**src/vlt3_pkg.sv**
```systemverilog
// ----------------------------------------------------------------------------
// vlt3_pkg
// Shared types and constants for the 3D voxel line walker.
// ----------------------------------------------------------------------------
package vlt3_pkg;

    localparam int CoordW      = 10;
    localparam int SizeW       = 11;
    localparam int ReachW      = 10;
    localparam int StepW       = CoordW;
    localparam int OddW        = StepW + 1;
    localparam int ProdW       = OddW + CoordW;
    localparam int NumAxes     = 3;
    localparam int GridSizeDef = 1024;

    typedef logic [CoordW-1:0] t_coord;
    typedef logic [SizeW-1:0]  t_size;
    typedef logic [ReachW-1:0] t_reach;

    localparam t_size  SizeReset  = t_size'(1024);
    localparam t_reach ReachReset = t_reach'(5);

    typedef enum logic [1:0] {
        CFG_GRID_X = 2'd0,
        CFG_GRID_Y = 2'd1,
        CFG_GRID_Z = 2'd2,
        CFG_REACH  = 2'd3
    } t_cfg_idx;

    typedef enum logic {
        KIND_LOAD = 1'b0,
        KIND_STEP = 1'b1
    } t_kind;

    typedef enum logic [1:0] {
        BOX_NONE = 2'd0,
        BOX_CUBE = 2'd1,
        BOX_SLAB = 2'd2
    } t_box_mode;

    // description of the cell just reached, handed from walker to box logic
    typedef struct packed {
        t_coord [NumAxes-1:0] pos;
        logic   [NumAxes-1:0] dir;
        t_box_mode            mode;
        logic   [1:0]         axis;
        logic                 last;
    } t_box_req;

    typedef struct packed {
        t_coord [NumAxes-1:0] lo;
        t_coord [NumAxes-1:0] hi;
        logic                 valid;
    } t_box;

endpackage

```
**src/vlt3_box.sv**
```systemverilog
// ----------------------------------------------------------------------------
// vlt3_box
// Protection box around the reached cell: full clipped cube, or the leading
// slab after a single-axis step.
// ----------------------------------------------------------------------------
module vlt3_box #(
    parameter int GRID_SIZE = vlt3_pkg::GridSizeDef
) (
    input  vlt3_pkg::t_box_req      i_req,
    input  vlt3_pkg::t_size [2:0]   i_size,
    input  vlt3_pkg::t_reach        i_reach,
    output vlt3_pkg::t_box          o_box
);
    import vlt3_pkg::*;

    t_size [NumAxes-1:0] lim;
    t_size [NumAxes-1:0] lo_c, hi_c;
    t_size [NumAxes-1:0] lo_s;
    t_size [NumAxes-1:0] sum;
    t_size [NumAxes-1:0] lo_w, hi_w;
    logic  [NumAxes-1:0] ok_c, ok_s, ok;
    logic                use_slab;

    always_comb begin
        for (int a = 0; a < NumAxes; a++) begin
            // a size register above the grid parameter clamps to it
            if (32'(i_size[a]) > GRID_SIZE) begin
                lim[a] = SizeW'(GRID_SIZE);
            end else begin
                lim[a] = i_size[a];
            end
            sum[a]  = SizeW'(i_req.pos[a]) + SizeW'(i_reach);
            lo_c[a] = (SizeW'(i_req.pos[a]) > SizeW'(i_reach)) ?
                      SizeW'(i_req.pos[a]) - SizeW'(i_reach) : '0;
            hi_c[a] = (sum[a] > lim[a] - 1'b1) ? lim[a] - 1'b1 : sum[a];
            ok_c[a] = (lim[a] != '0) && (lo_c[a] <= hi_c[a]);
            // leading slab, one reach ahead in the step direction
            if (!i_req.dir[a]) begin
                lo_s[a] = sum[a];
                ok_s[a] = (sum[a] < lim[a]);
            end else begin
                lo_s[a] = SizeW'(i_req.pos[a]) - SizeW'(i_reach);
                ok_s[a] = (SizeW'(i_req.pos[a]) >= SizeW'(i_reach));
            end
        end
    end

    always_comb begin
        use_slab = 1'b0;
        ok       = '0;
        unique case (i_req.mode)
            BOX_CUBE: begin
                ok = ok_c;
            end
            BOX_SLAB: begin
                use_slab = 1'b1;
                ok       = ok_c;
                ok[i_req.axis] = ok_s[i_req.axis];
            end
            default: begin
                ok = '0;
            end
        endcase
        for (int a = 0; a < NumAxes; a++) begin
            if (use_slab && (i_req.axis == 2'(a))) begin
                lo_w[a] = lo_s[a];
                hi_w[a] = lo_s[a];
            end else begin
                lo_w[a] = lo_c[a];
                hi_w[a] = hi_c[a];
            end
        end
        o_box.valid = &ok;
        for (int a = 0; a < NumAxes; a++) begin
            o_box.lo[a] = o_box.valid ? lo_w[a][CoordW-1:0] : '0;
            o_box.hi[a] = o_box.valid ? hi_w[a][CoordW-1:0] : '0;
        end
    end

endmodule

```
**config.mk**
```make
export PLATFORM = sky130hd
export DESIGN_NAME = vlt3_box
export DESIGN_NICKNAME = d
export VERILOG_FILES = /design/src/vlt3_pkg.sv /design/src/vlt3_box.sv
export SDC_FILE = /design/constraint.sdc
export NUM_CORES = 1
export LEC_CHECK = 0
export BUFFER_PORTS_ARGS = -buffer_cell sky130_fd_sc_hd__buf_4
export CORE_UTILIZATION = 51
export DETAILED_ROUTE_END_ITERATION = 7
export PLACE_DENSITY = 0.8
export SYNTH_ARGS = -nofsm -noshare
export SYNTH_HDL_FRONTEND = slang
export SYNTH_SLANG_ARGS = --single-unit
```
**constraint.sdc**
```tcl
create_clock -name vclk -period 17.14
set_input_delay 2.571 -clock vclk [all_inputs]
set_output_delay 2.571 -clock vclk [all_outputs]
set_load 0.05 [all_outputs]
```
* After elaboration in Yosys (flattened, before gate mapping) *
Index checks and enable logic that the tools add are counted.

word-level totals
  flip-flop bits (word level) = 0
  bits of input ports = 81
  output and inout port bits = 61
  logic and storage cells = 79

cells by class
  $add $sub $neg = 9
  order comparisons = 20
  equal/unequal tests = 4
  multiplexer cells = 34
  reduce and logical (&&, ||, !) cells = 12

operators by type and width
  operator                                                                             number
  10-bit 2-to-1 mux                                                                    15
  11-bit 2-to-1 mux                                                                    9
  10-bit by 10-bit adder with 11-bit output                                            3
  11-bit > comparator                                                                  3
  11-bit > comparator, second input constant                                           3
  11-bit less-or-equal comparator                                                      3
  11-bit less-than comparator                                                          3
  11-bit nonzero test                                                                  3
  10-bit by 10-bit subtractor with 11-bit output                                       3
  11-bit by 1-bit subtractor with 11-bit output, second input constant                 3
  10-bit greater-or-equal comparator                                                   3
  10-bit > comparator                                                                  3
  1-bit logical AND                                                                    7
  1-bit 2-to-1 mux                                                                     6
  3-bit one-hot mux with 2 select lines                                                1
  2-bit by 1-bit == test with 1-bit output, second input constant                      2
  2-bit == test, second input constant                                                 2
  3-bit bitwise mux                                                                    1
  2-bit by 3-bit less-than comparator with 1-bit output, second input constant         1
  3-bit AND reduction                                                                  1
  1-bit binary-select mux with 2-bit select                                            1
  1-bit demux with 2-bit select                                                        1
  2-bit by 1-bit greater-or-equal comparator with 1-bit output, second input constant  1
  2-bit logical NOT                                                                    1

* Logic depth before layout (Yosys ltp) *
Gate-level depths: netlist of run 1.

  depth in word-level cells = 11
  gate-level depth with buffers = 29
  gate-level depth less buffers = 26

* Worst setup path after synthesis of run 1 *
OpenSTA, ideal clock, no wires.

  path type = input-to-output
  start point = input port i_req[8] (netlist bit)
  end point = output port o_box[12] (netlist bit)
  data arrival time = 8.713 ns
  data required time = 14.569 ns
  slack = 5.856 ns
  stages on the path = 27
  buffers on the path = 2
  cells stage by stage = ha_1 > fa_1 > nor2b_1 > o21a_1 > o311ai_0 > a21oi_1 > xnor2_1 > inv_1 > ha_1 > nand2_1 > o21ai_0 > a21oi_1 > o21ai_0 > o21ai_1 > buf_2 > nor2_1 > a21oi_1 > ha_1 > nor2b_1 > o21bai_1 > a31oi_1 > o41ai_1 > o211ai_1 > nor4b_1 > a31oi_4 > buf_6 > a211oi_1

RTL lines
  element             RTL line        source
  start: declaration  vlt3_box.sv:9   input vlt3_pkg::t_box_req i_req,
  end: declaration    vlt3_box.sv:12  output vlt3_pkg::t_box o_box

==> results of run 1 <==
kinds of logic after synthesis:
family	Yosys count	share of synthesized area [%]
compound gates	342	30.1
xor+xnor	64	7.45
fa+ha+maj	171	29.0
buf+inv	128	7.02
mux	18	2.53
simple gates	378	23.9
final cells by class:
class,count,area [sq um]
Inverter,84,315
Tap cell,184,230
Multi-Input combinational cell,973,7000
Fill cell,1392,5850
Timing Repair Buffer,145,1090
metrics by stage:
stage	area (sq um)	std cells	hold slack, ps	setup WS, ps
2_1_floorplan	7520	1101	5550	5860
6_report	8630	1386	5760	5120
4_1_cts	8630	1386	5750	5230
5_1_grt	8630	1386	5820	4660
3_5_place_dp	8630	1386	5750	5240
3_3_place_gp	8630	1386	5750	5290
cell usage after synthesis (3+ instances only):
master	count	area share (%)
o31ai_1	11	1.1
o21ai_0	49	3.3
or4_1	3	0.30
a22oi_1	15	1.5
nor3b_1	3	0.30
a221oi_1	3	0.35
nor2_1	134	6.7
or2_2	8	0.67
a22o_1	3	0.35
o22a_1	4	0.47
nand2b_1	23	1.9
nand2_1	87	4.3
o31a_1	4	0.47
o21a_1	18	1.8
or3_1	5	0.42
o211ai_1	23	2.3
a31oi_1	10	0.83
nor3_1	26	1.7
mux2_2	8	1.2
nand4_1	11	0.91
buf_6	6	0.90
fa_1	6	1.6
a21boi_0	3	0.30
and3_1	10	0.83
a21oi_1	97	6.5
xor2_1	12	1.4
inv_1	83	4.1
clkbuf_1	35	1.7
nand3_1	20	1.3
and2_1	4	0.33
ha_1	165	27
o21ai_1	4	0.27
nor2b_1	32	2.7
o21bai_1	17	1.7
a21o_1	21	2.1
a211oi_1	35	3.5
mux2i_1	10	1.3
xnor2_1	52	6.1
cell usage in the layout, fill, tap and decap left out, drive strengths merged, types with 5 or more instances in the layout:
cell	instances
a22oi	15
nand4	11
a21oi	97
xnor2	52
fa	6
nor2	134
mux2	8
nor2b	32
or2	8
nand2	87
inv	83
o21a	18
o21ai	53
a31oi	11
ha	165
o21bai	18
a21o	21
nand2b	23
and3	10
mux2i	10
and2	5
o211ai	23
nand3	20
buf	145
nor3	26
or3	6
xor2	12
o31ai	12
a211oi	35
per-layer routing:
layer	vias to the layer above	routed length, um
met3	61	1370
met5	-	0
met2	290	10300
li1	4177	-
met1	3820	10500
met4	0	843
worst max-delay path: stages:
cell	delay [ps]
buf_4	160
inv_1	400
fa_1	350
o21bai_1	80
a21oi_1	240
o22ai_1	150
or4_1	450
nand2_1	100
xnor2_1	270
ha_1	340
nand4_1	100
nor2_1	60
o21a_1	120
o311ai_0	290
nand2_1	490
nand2_1	230
o21ai_0	110
ha_1	330
nand3_1	80
or2_2	310
o32ai_1	340
o21bai_2	120
nor4b_1	500
a31oi_4	200
buf_4	370
a211oi_1	400
buf_4	270
worst max-delay path by stage:
stage / cells past startpoint / slack [ps] / end / start
after floorplan: 27 / 5860 / o_box[12] / i_req[8]
after global placement: 27 / 5290 / o_box[28] / i_reach[1]
after detailed placement: 27 / 5240 / o_box[28] / i_reach[1]
after CTS: 27 / 5230 / o_box[28] / i_reach[1]
after global routing: 28 / 4660 / o_box[30] / i_reach[1]
final: 27 / 5120 / o_box[28] / i_reach[1]
power by group through the flow:
stage | Clock (mW) | Sequential [mW] | Combinational, mW
6_report | 0 | 0 | 0.498
5_1_grt | 0 | 0 | 0.549
4_1_cts | 0 | 0 | 0.492
3_5_place_dp | 0 | 0 | 0.490
3_3_place_gp | 0 | 0 | 0.479
2_1_floorplan | 0 | 0 | 0.366
==> metrics, run 1 <==
status=completed; Die X=123 um; Hold Crit Start=i_req[5]; Util after Layout=slightly below 60%; Yosys cell types=70; part of the power in registers=0%; Final TNS setup=0 ps; GRT met3 Usage=about 2.7%; Die H=between 100 and 150 um; Pwr Density=between 50 and 60 mW/mm^2; max_cap viols=0; worst-margin pin slew=around 740 ps; M2 GR Usage=49.7%; vias per inst=between 6 and 7; IO buf count=approximately 140; Slew HR=49.5%; Setup violations, final=0; Data arrival, critical path=~9500 ps; Area Growth Syn to Fin=14.7%; combinational power share=between 90% and 100%; pins over their slew limit=0; grt peak-use layer=met2; synth warn=0; Post-Synthesis Cells=approximately 1100; CTS Hold Bufs=0; CP Class=in2out; sequential-to-total area share from yosys stat=0%; antenna violations before repair=0; net count after synthesis=about 1400; first-pass GRT wire length=about 36000 um; vias in the first global route=7685; Internal=between 0.15 and 0.2 mW; clock network power share=0%; Sequential cell area=0 sq um; All-Layer GR Usage=just under 30%; Setup Buffers After CTS=0; via count=between 8000 and 9000; total power=0.498 mW; crit share post-route=a little over two thirds; GPL Wtd Cong=0.966; maximum clock rate=0.0832 GHz; GRT overflow=0; Core ar.=approximately 0.014 sq mm; syn_area_per_cell=a little under 7 sq um; required time of the critical path=14570 ps; io pins=142; Routed WL=~23000 um; ANT cells=0; Seq Cell Count=0; crit path max fanout=41; wire length per cell=16.6 um; Peak VDD IR=about 0.042 mV; die area=around 0.015 sq mm; worst hold stages=4; unrepaired setup endpoints after global routing=false; antenna viol nets, final=0; DRC Markers=0; CLK BUF=0; hpwl dp=approximately 19000 um; # nets final=around 1500; DRT Pass-1 Iters=5; Sw Ratio=roughly three fifths; post-route minimum period=12020 ps; post_cts resized=0; DRT iter0 DRCs=560; initial core utilization=between 50% and 60%; Fin. Hold Viols=0; CP Capture Type=primary output; grt met1 use=38.9%; Mapped Area=0.00752 sq mm; static leakage=4.10 nW; Worst Setup Start Kind=input port; HP Class=in2out; Std-Cell Rows=44; Hold EP=o_box[10]; layout cells sized above 1=14.3%; P_sw=a little over 0.3 mW; largest net degree at the start of global routing=42
Note: power is estimated with default switching activity, not from simulation.
==> run 2: changes to the inputs <==
==> constraint.sdc (replaced) <==
create_clock -name vclk -period 12.2
set_input_delay 1.83 -clock vclk [all_inputs]
set_output_delay 1.83 -clock vclk [all_outputs]
set_load 0.05 [all_outputs]
==> run 2 against run 1 <==
  * Hold slack worse by 1500 ps
  * Non-clock buffer count is the same
  * Total power up 40%
  * Combinational power grew 40%
  * Sequential share of layout area unchanged
  * Routed wire length shrank 1.6%
  * Die area is the same
  * Global-route usage fell by 0.50 points
  * Via count increased by 0.54%
  * Design area unchanged
==> metrics, run 2 (same netlist as run 1, synthesis figures left out) <==
# nets final=1456 (unchanged); fin cells=1386 (unchanged); Std-Cell Rows=44 (unchanged); HP Class=in2out (unchanged); first-pass GRT wire length=35700 um (was 36200 um); Setup violations, final=0 (unchanged); final instance area=0.00863 sq mm (unchanged); via count=8393 (was 8348); unrepaired setup endpoints after global routing=false (unchanged); Worst Setup Start Kind=input port (unchanged); GRT overflow=0 (unchanged); Seq Cell Count=0 (unchanged); Util after Layout=59.6% (unchanged); crit-path leading delay family=simple AND/OR/NAND/NOR gates (unchanged); static leakage=4.10 nW (unchanged); largest net degree at the start of global routing=42 (unchanged); Slew HR=52.7% (was 49.5%); antenna viol nets, final=0 (unchanged); commonest non-fill, non-tap cells in the layout=ha_1, buf_4, nor2_1, a21oi_1, nand2_1 (unchanged); layout cells sized above 1=14.3% (unchanged); commonest non-fill, non-tap cell in the layout=ha_1 (unchanged); vias per inst=6.06 (was 6.02); ANT cells=0 (unchanged); Fin. Hold Viols=0 (unchanged); Sequential cell area=0 sq um (unchanged); CP max stage delay=490 ps (was 500 ps); crit path max fanout=41 (unchanged); worst-margin pin slew=708 ps (was 739 ps); Routed WL=22700 um (was 23100 um); Setup Buffers After CTS=0 (unchanged); pre-CTS setup slack=1830 ps (was 5240 ps); status=completed (unchanged); io pins=142 (unchanged); Die X=123 um (unchanged); DRT Pass-1 Iters=5 (unchanged); GPL Wtd Cong=0.928 (was 0.966); max_cap viols=0 (unchanged); crit path max-delay cell type=nor4b_1 (unchanged); Peak VDD IR=0.0571 mV (was 0.0420 mV); Core ar.=0.0145 sq mm (unchanged); crit share post-route=between 80% and 90%; WHS=4270 ps (was 5760 ps); post_cts resized=0 (unchanged); CTS Hold Bufs=0 (unchanged); DRC Markers=0 (unchanged); Worst Setup SP=i_reach[1] (unchanged); Hold Crit Start=i_req[5] (unchanged); antenna violations before repair=0 (unchanged); Pwr Density=80.9 mW/mm^2 (was 57.8 mW/mm^2); post-route minimum period=around 11000 ps; CP Capture Type=primary output (unchanged); fillers=1419 (was 1392); total power=0.698 mW (was 0.498 mW); wire length per cell=16.4 um (was 16.6 um); DRT iter0 DRCs=608 (was 560); hpwl dp=19100 um (was 19200 um); Data arrival, critical path=8710 ps (was 9450 ps); CP Class=in2out (unchanged); Bufs and invs on worst path=4 (unchanged); Final TNS setup=0 ps (unchanged); cell count after placement=1386 (unchanged); die area=0.0152 sq mm (unchanged); Area Growth Syn to Fin=14.7% (unchanged); Die H=123 um (unchanged); required time of the critical path=10370 ps (was 14570 ps); pins over their slew limit=0 (unchanged); vias in the first global route=7548 (was 7685); CLK BUF=0 (unchanged); IO buf count=141 (unchanged); placed inst area=0.00863 sq mm (unchanged); final setup margin=1660 ps (was 5120 ps); All-Layer GR Usage=29.1% (was 29.6%); maximum clock rate=around 0.095 GHz; initial core utilization=52.0% (unchanged)
run 2: cell counts in the layout (fill, tap and decap cells not counted):
Identical to the previous run, type by type.
run 2: final timing paths:
check,to,cells after the start
min,o_box[10],4
max,o_box[28],27
run 2: cell type report:
type                       instances  area (sq um)  area share [%]
tap                              184           230            2.67
timing repair buffer             145          1090            12.6
multi-input combinational        973          7000            81.1
inverter                          84           315            3.65
run 2: worst min-delay path: stages:
cell	delay (ps)
buf_4	190
a31oi_1	150
a21oi_1	80
buf_4	190
run 2: metal layers:
metal / vias up / GRT usage, % / wire, um
li1: 4176 / - / -
met3: 43 / 1.89 / 1670
met4: 0 / 8.96 / 717
met1: 3824 / 38.8 / 9960
met2: 350 / 49.8 / 10400
met5: - / 0 / 0
run 2: power breakdown:
group          total [mW]  internal (mW)  switching, mW
sequential              0              0              0
clock                   0              0              0
combinational       0.698          0.270          0.428
total               0.698          0.270          0.428
==> run 3: changes to the inputs <==
--- a/config.mk
+++ b/config.mk
@@ -6,6 +6,7 @@
 export NUM_CORES = 1
 export LEC_CHECK = 0
 export BUFFER_PORTS_ARGS = -buffer_cell sky130_fd_sc_hd__buf_4
+export CAP_MARGIN = 20
 export CORE_UTILIZATION = 51
 export DETAILED_ROUTE_END_ITERATION = 7
 export PLACE_DENSITY = 0.8
==> constraint.sdc (replaced) <==
create_clock -name vclk -period 12.2
set_input_delay 1.83 -clock vclk [all_inputs]
set_output_delay 1.83 -clock vclk [all_outputs]
set_load 0.02 [all_outputs]
==> run 3 against run 2 <==
  * Die area stayed put
  * Non-clock buffer count is the same
  * Critical path depth is the same
  * Core utilization did not move
  * Total power is 6.1% lower
  * Sequential cell count did not move
  * Via count up 0.14%
  * Sequential share of layout area is the same
==> metrics, run 3 (same netlist as run 1, synthesis figures left out) <==
status=completed (unchanged); CP Capture Type=primary output (unchanged); initial core utilization=52.0% (unchanged); die area=0.0152 sq mm (unchanged); DRC Markers=0 (unchanged); Core ar.=0.0145 sq mm (unchanged); Pwr Density=75.9 mW/mm^2 (was 80.9 mW/mm^2); crit path max fanout=41 (unchanged); All-Layer GR Usage=29.8% (was 29.1%); Peak VDD IR=0.0477 mV (was 0.0571 mV); IO buf count=141 (unchanged); placed inst area=0.00862 sq mm (was 0.00863 sq mm); cell count after placement=1385 (was 1386); required time of the critical path=10370 ps (about the same); first-pass GRT wire length=36500 um (was 35700 um); Setup Buffers After CTS=0 (unchanged); GPL Wtd Cong=0.932 (was 0.928); post-route minimum period=10460 ps (was 10540 ps); maximum clock rate=0.0956 GHz (was 0.0949 GHz); GRT overflow=0 (unchanged); Die X=123 um (unchanged); fin cells=1386 (unchanged); Die H=123 um (unchanged); Util after Layout=59.6% (unchanged); Setup violations, final=0 (unchanged); layout cells sized above 1=14.3% (unchanged); crit share post-route=85.8% (was 86.4%); io pins=142 (unchanged); Std-Cell Rows=44 (unchanged); ANT cells=0 (unchanged); HP Class=in2out (unchanged); vias in the first global route=7554 (was 7548); unrepaired setup endpoints after global routing=false (unchanged); final instance area=0.00863 sq mm (unchanged); worst-margin pin slew=741 ps (was 708 ps); DRT Pass-1 Iters=5 (unchanged); commonest non-fill, non-tap cell in the layout=ha_1 (unchanged); CP max stage delay=520 ps (was 490 ps); CTS Hold Bufs=0 (unchanged); crit path max-delay cell type=nor4b_1 (unchanged); via count=8405 (was 8393); vias per inst=6.06 (about the same); Area Growth Syn to Fin=14.7% (unchanged); static leakage=4.10 nW (unchanged); Fin. Hold Viols=0 (unchanged); Seq Cell Count=0 (unchanged); antenna viol nets, final=0 (unchanged); wire length per cell=16.7 um (was 16.4 um); Routed WL=23100 um (was 22700 um); max_cap viols=0 (unchanged); Final TNS setup=0 ps (unchanged); antenna violations before repair=0 (unchanged); Data arrival, critical path=8630 ps (was 8710 ps); pins over their slew limit=0 (unchanged); Worst Setup Start Kind=input port (unchanged); DRT iter0 DRCs=538 (was 608); Slew HR=49.3% (was 52.7%); post_cts resized=0 (unchanged); CP Class=in2out (unchanged); Sequential cell area=0 sq um (unchanged); hpwl dp=19300 um (was 19100 um); commonest non-fill, non-tap cells in the layout=ha_1, buf_4, nor2_1, a21oi_1, nand2_1 (unchanged); largest net degree at the start of global routing=42 (unchanged); CLK BUF=0 (unchanged); # nets final=1456 (unchanged)
## run 3: cell counts in the layout (fill, tap and decap cells not counted)
No cell type changed its count.
## run 3: area by class of cell
cell class	count	area, sq um
multi-input cells	973	7000
fillers	1397	5850
repair buffers	145	1090
inverters	84	315
well taps	184	230
## run 3: metrics by stage
step                hold WS, ps  worst slack, ps  power, mW
CTS                        4240             1810      0.645
finish                     4250             1740      0.655
detailed placement         4230             1820      0.641
global route               4280             1290      0.728
floorplan                  3970             3040      0.469
global placement           4230             1900      0.625
## run 3: worst paths after layout
| check | startpoint | end | depth (start not counted) |
|---|---|---|---|
| worst max-delay path | i_reach[1] | o_box[30] | 27 |
| worst min-delay path | i_req[5] | o_box[10] | 4 |
## run 3: worst max-delay path: cells and delay by family
| family | cells | cell delay, ps |
|---|---|---|
| AO/OA/AOI/OAI | 10 | 2050 |
| XOR/XNOR | 1 | 260 |
| adder cells (fa/ha/maj) | 3 | 1010 |
| buffers and inverters | 4 | 1170 |
| AND/OR/NAND/NOR | 9 | 2290 |
## run 3: where the power goes
part | internal, mW | total [mW] | switching, mW
combinational | 0.270 | 0.655 | 0.385
sequential | 0 | 0 | 0
clock | 0 | 0 | 0
total | 0.270 | 0.655 | 0.385
## run 3: per-layer routing
| metal | GRT usage, % | share of wire [%] |
|---|---|---|
| met5 | 0 | 0 |
| met4 | 8.51 | 3.0 |
| met3 | 2.35 | 7.5 |
| met2 | 50.4 | 45 |
| met1 | 40.2 | 44 |
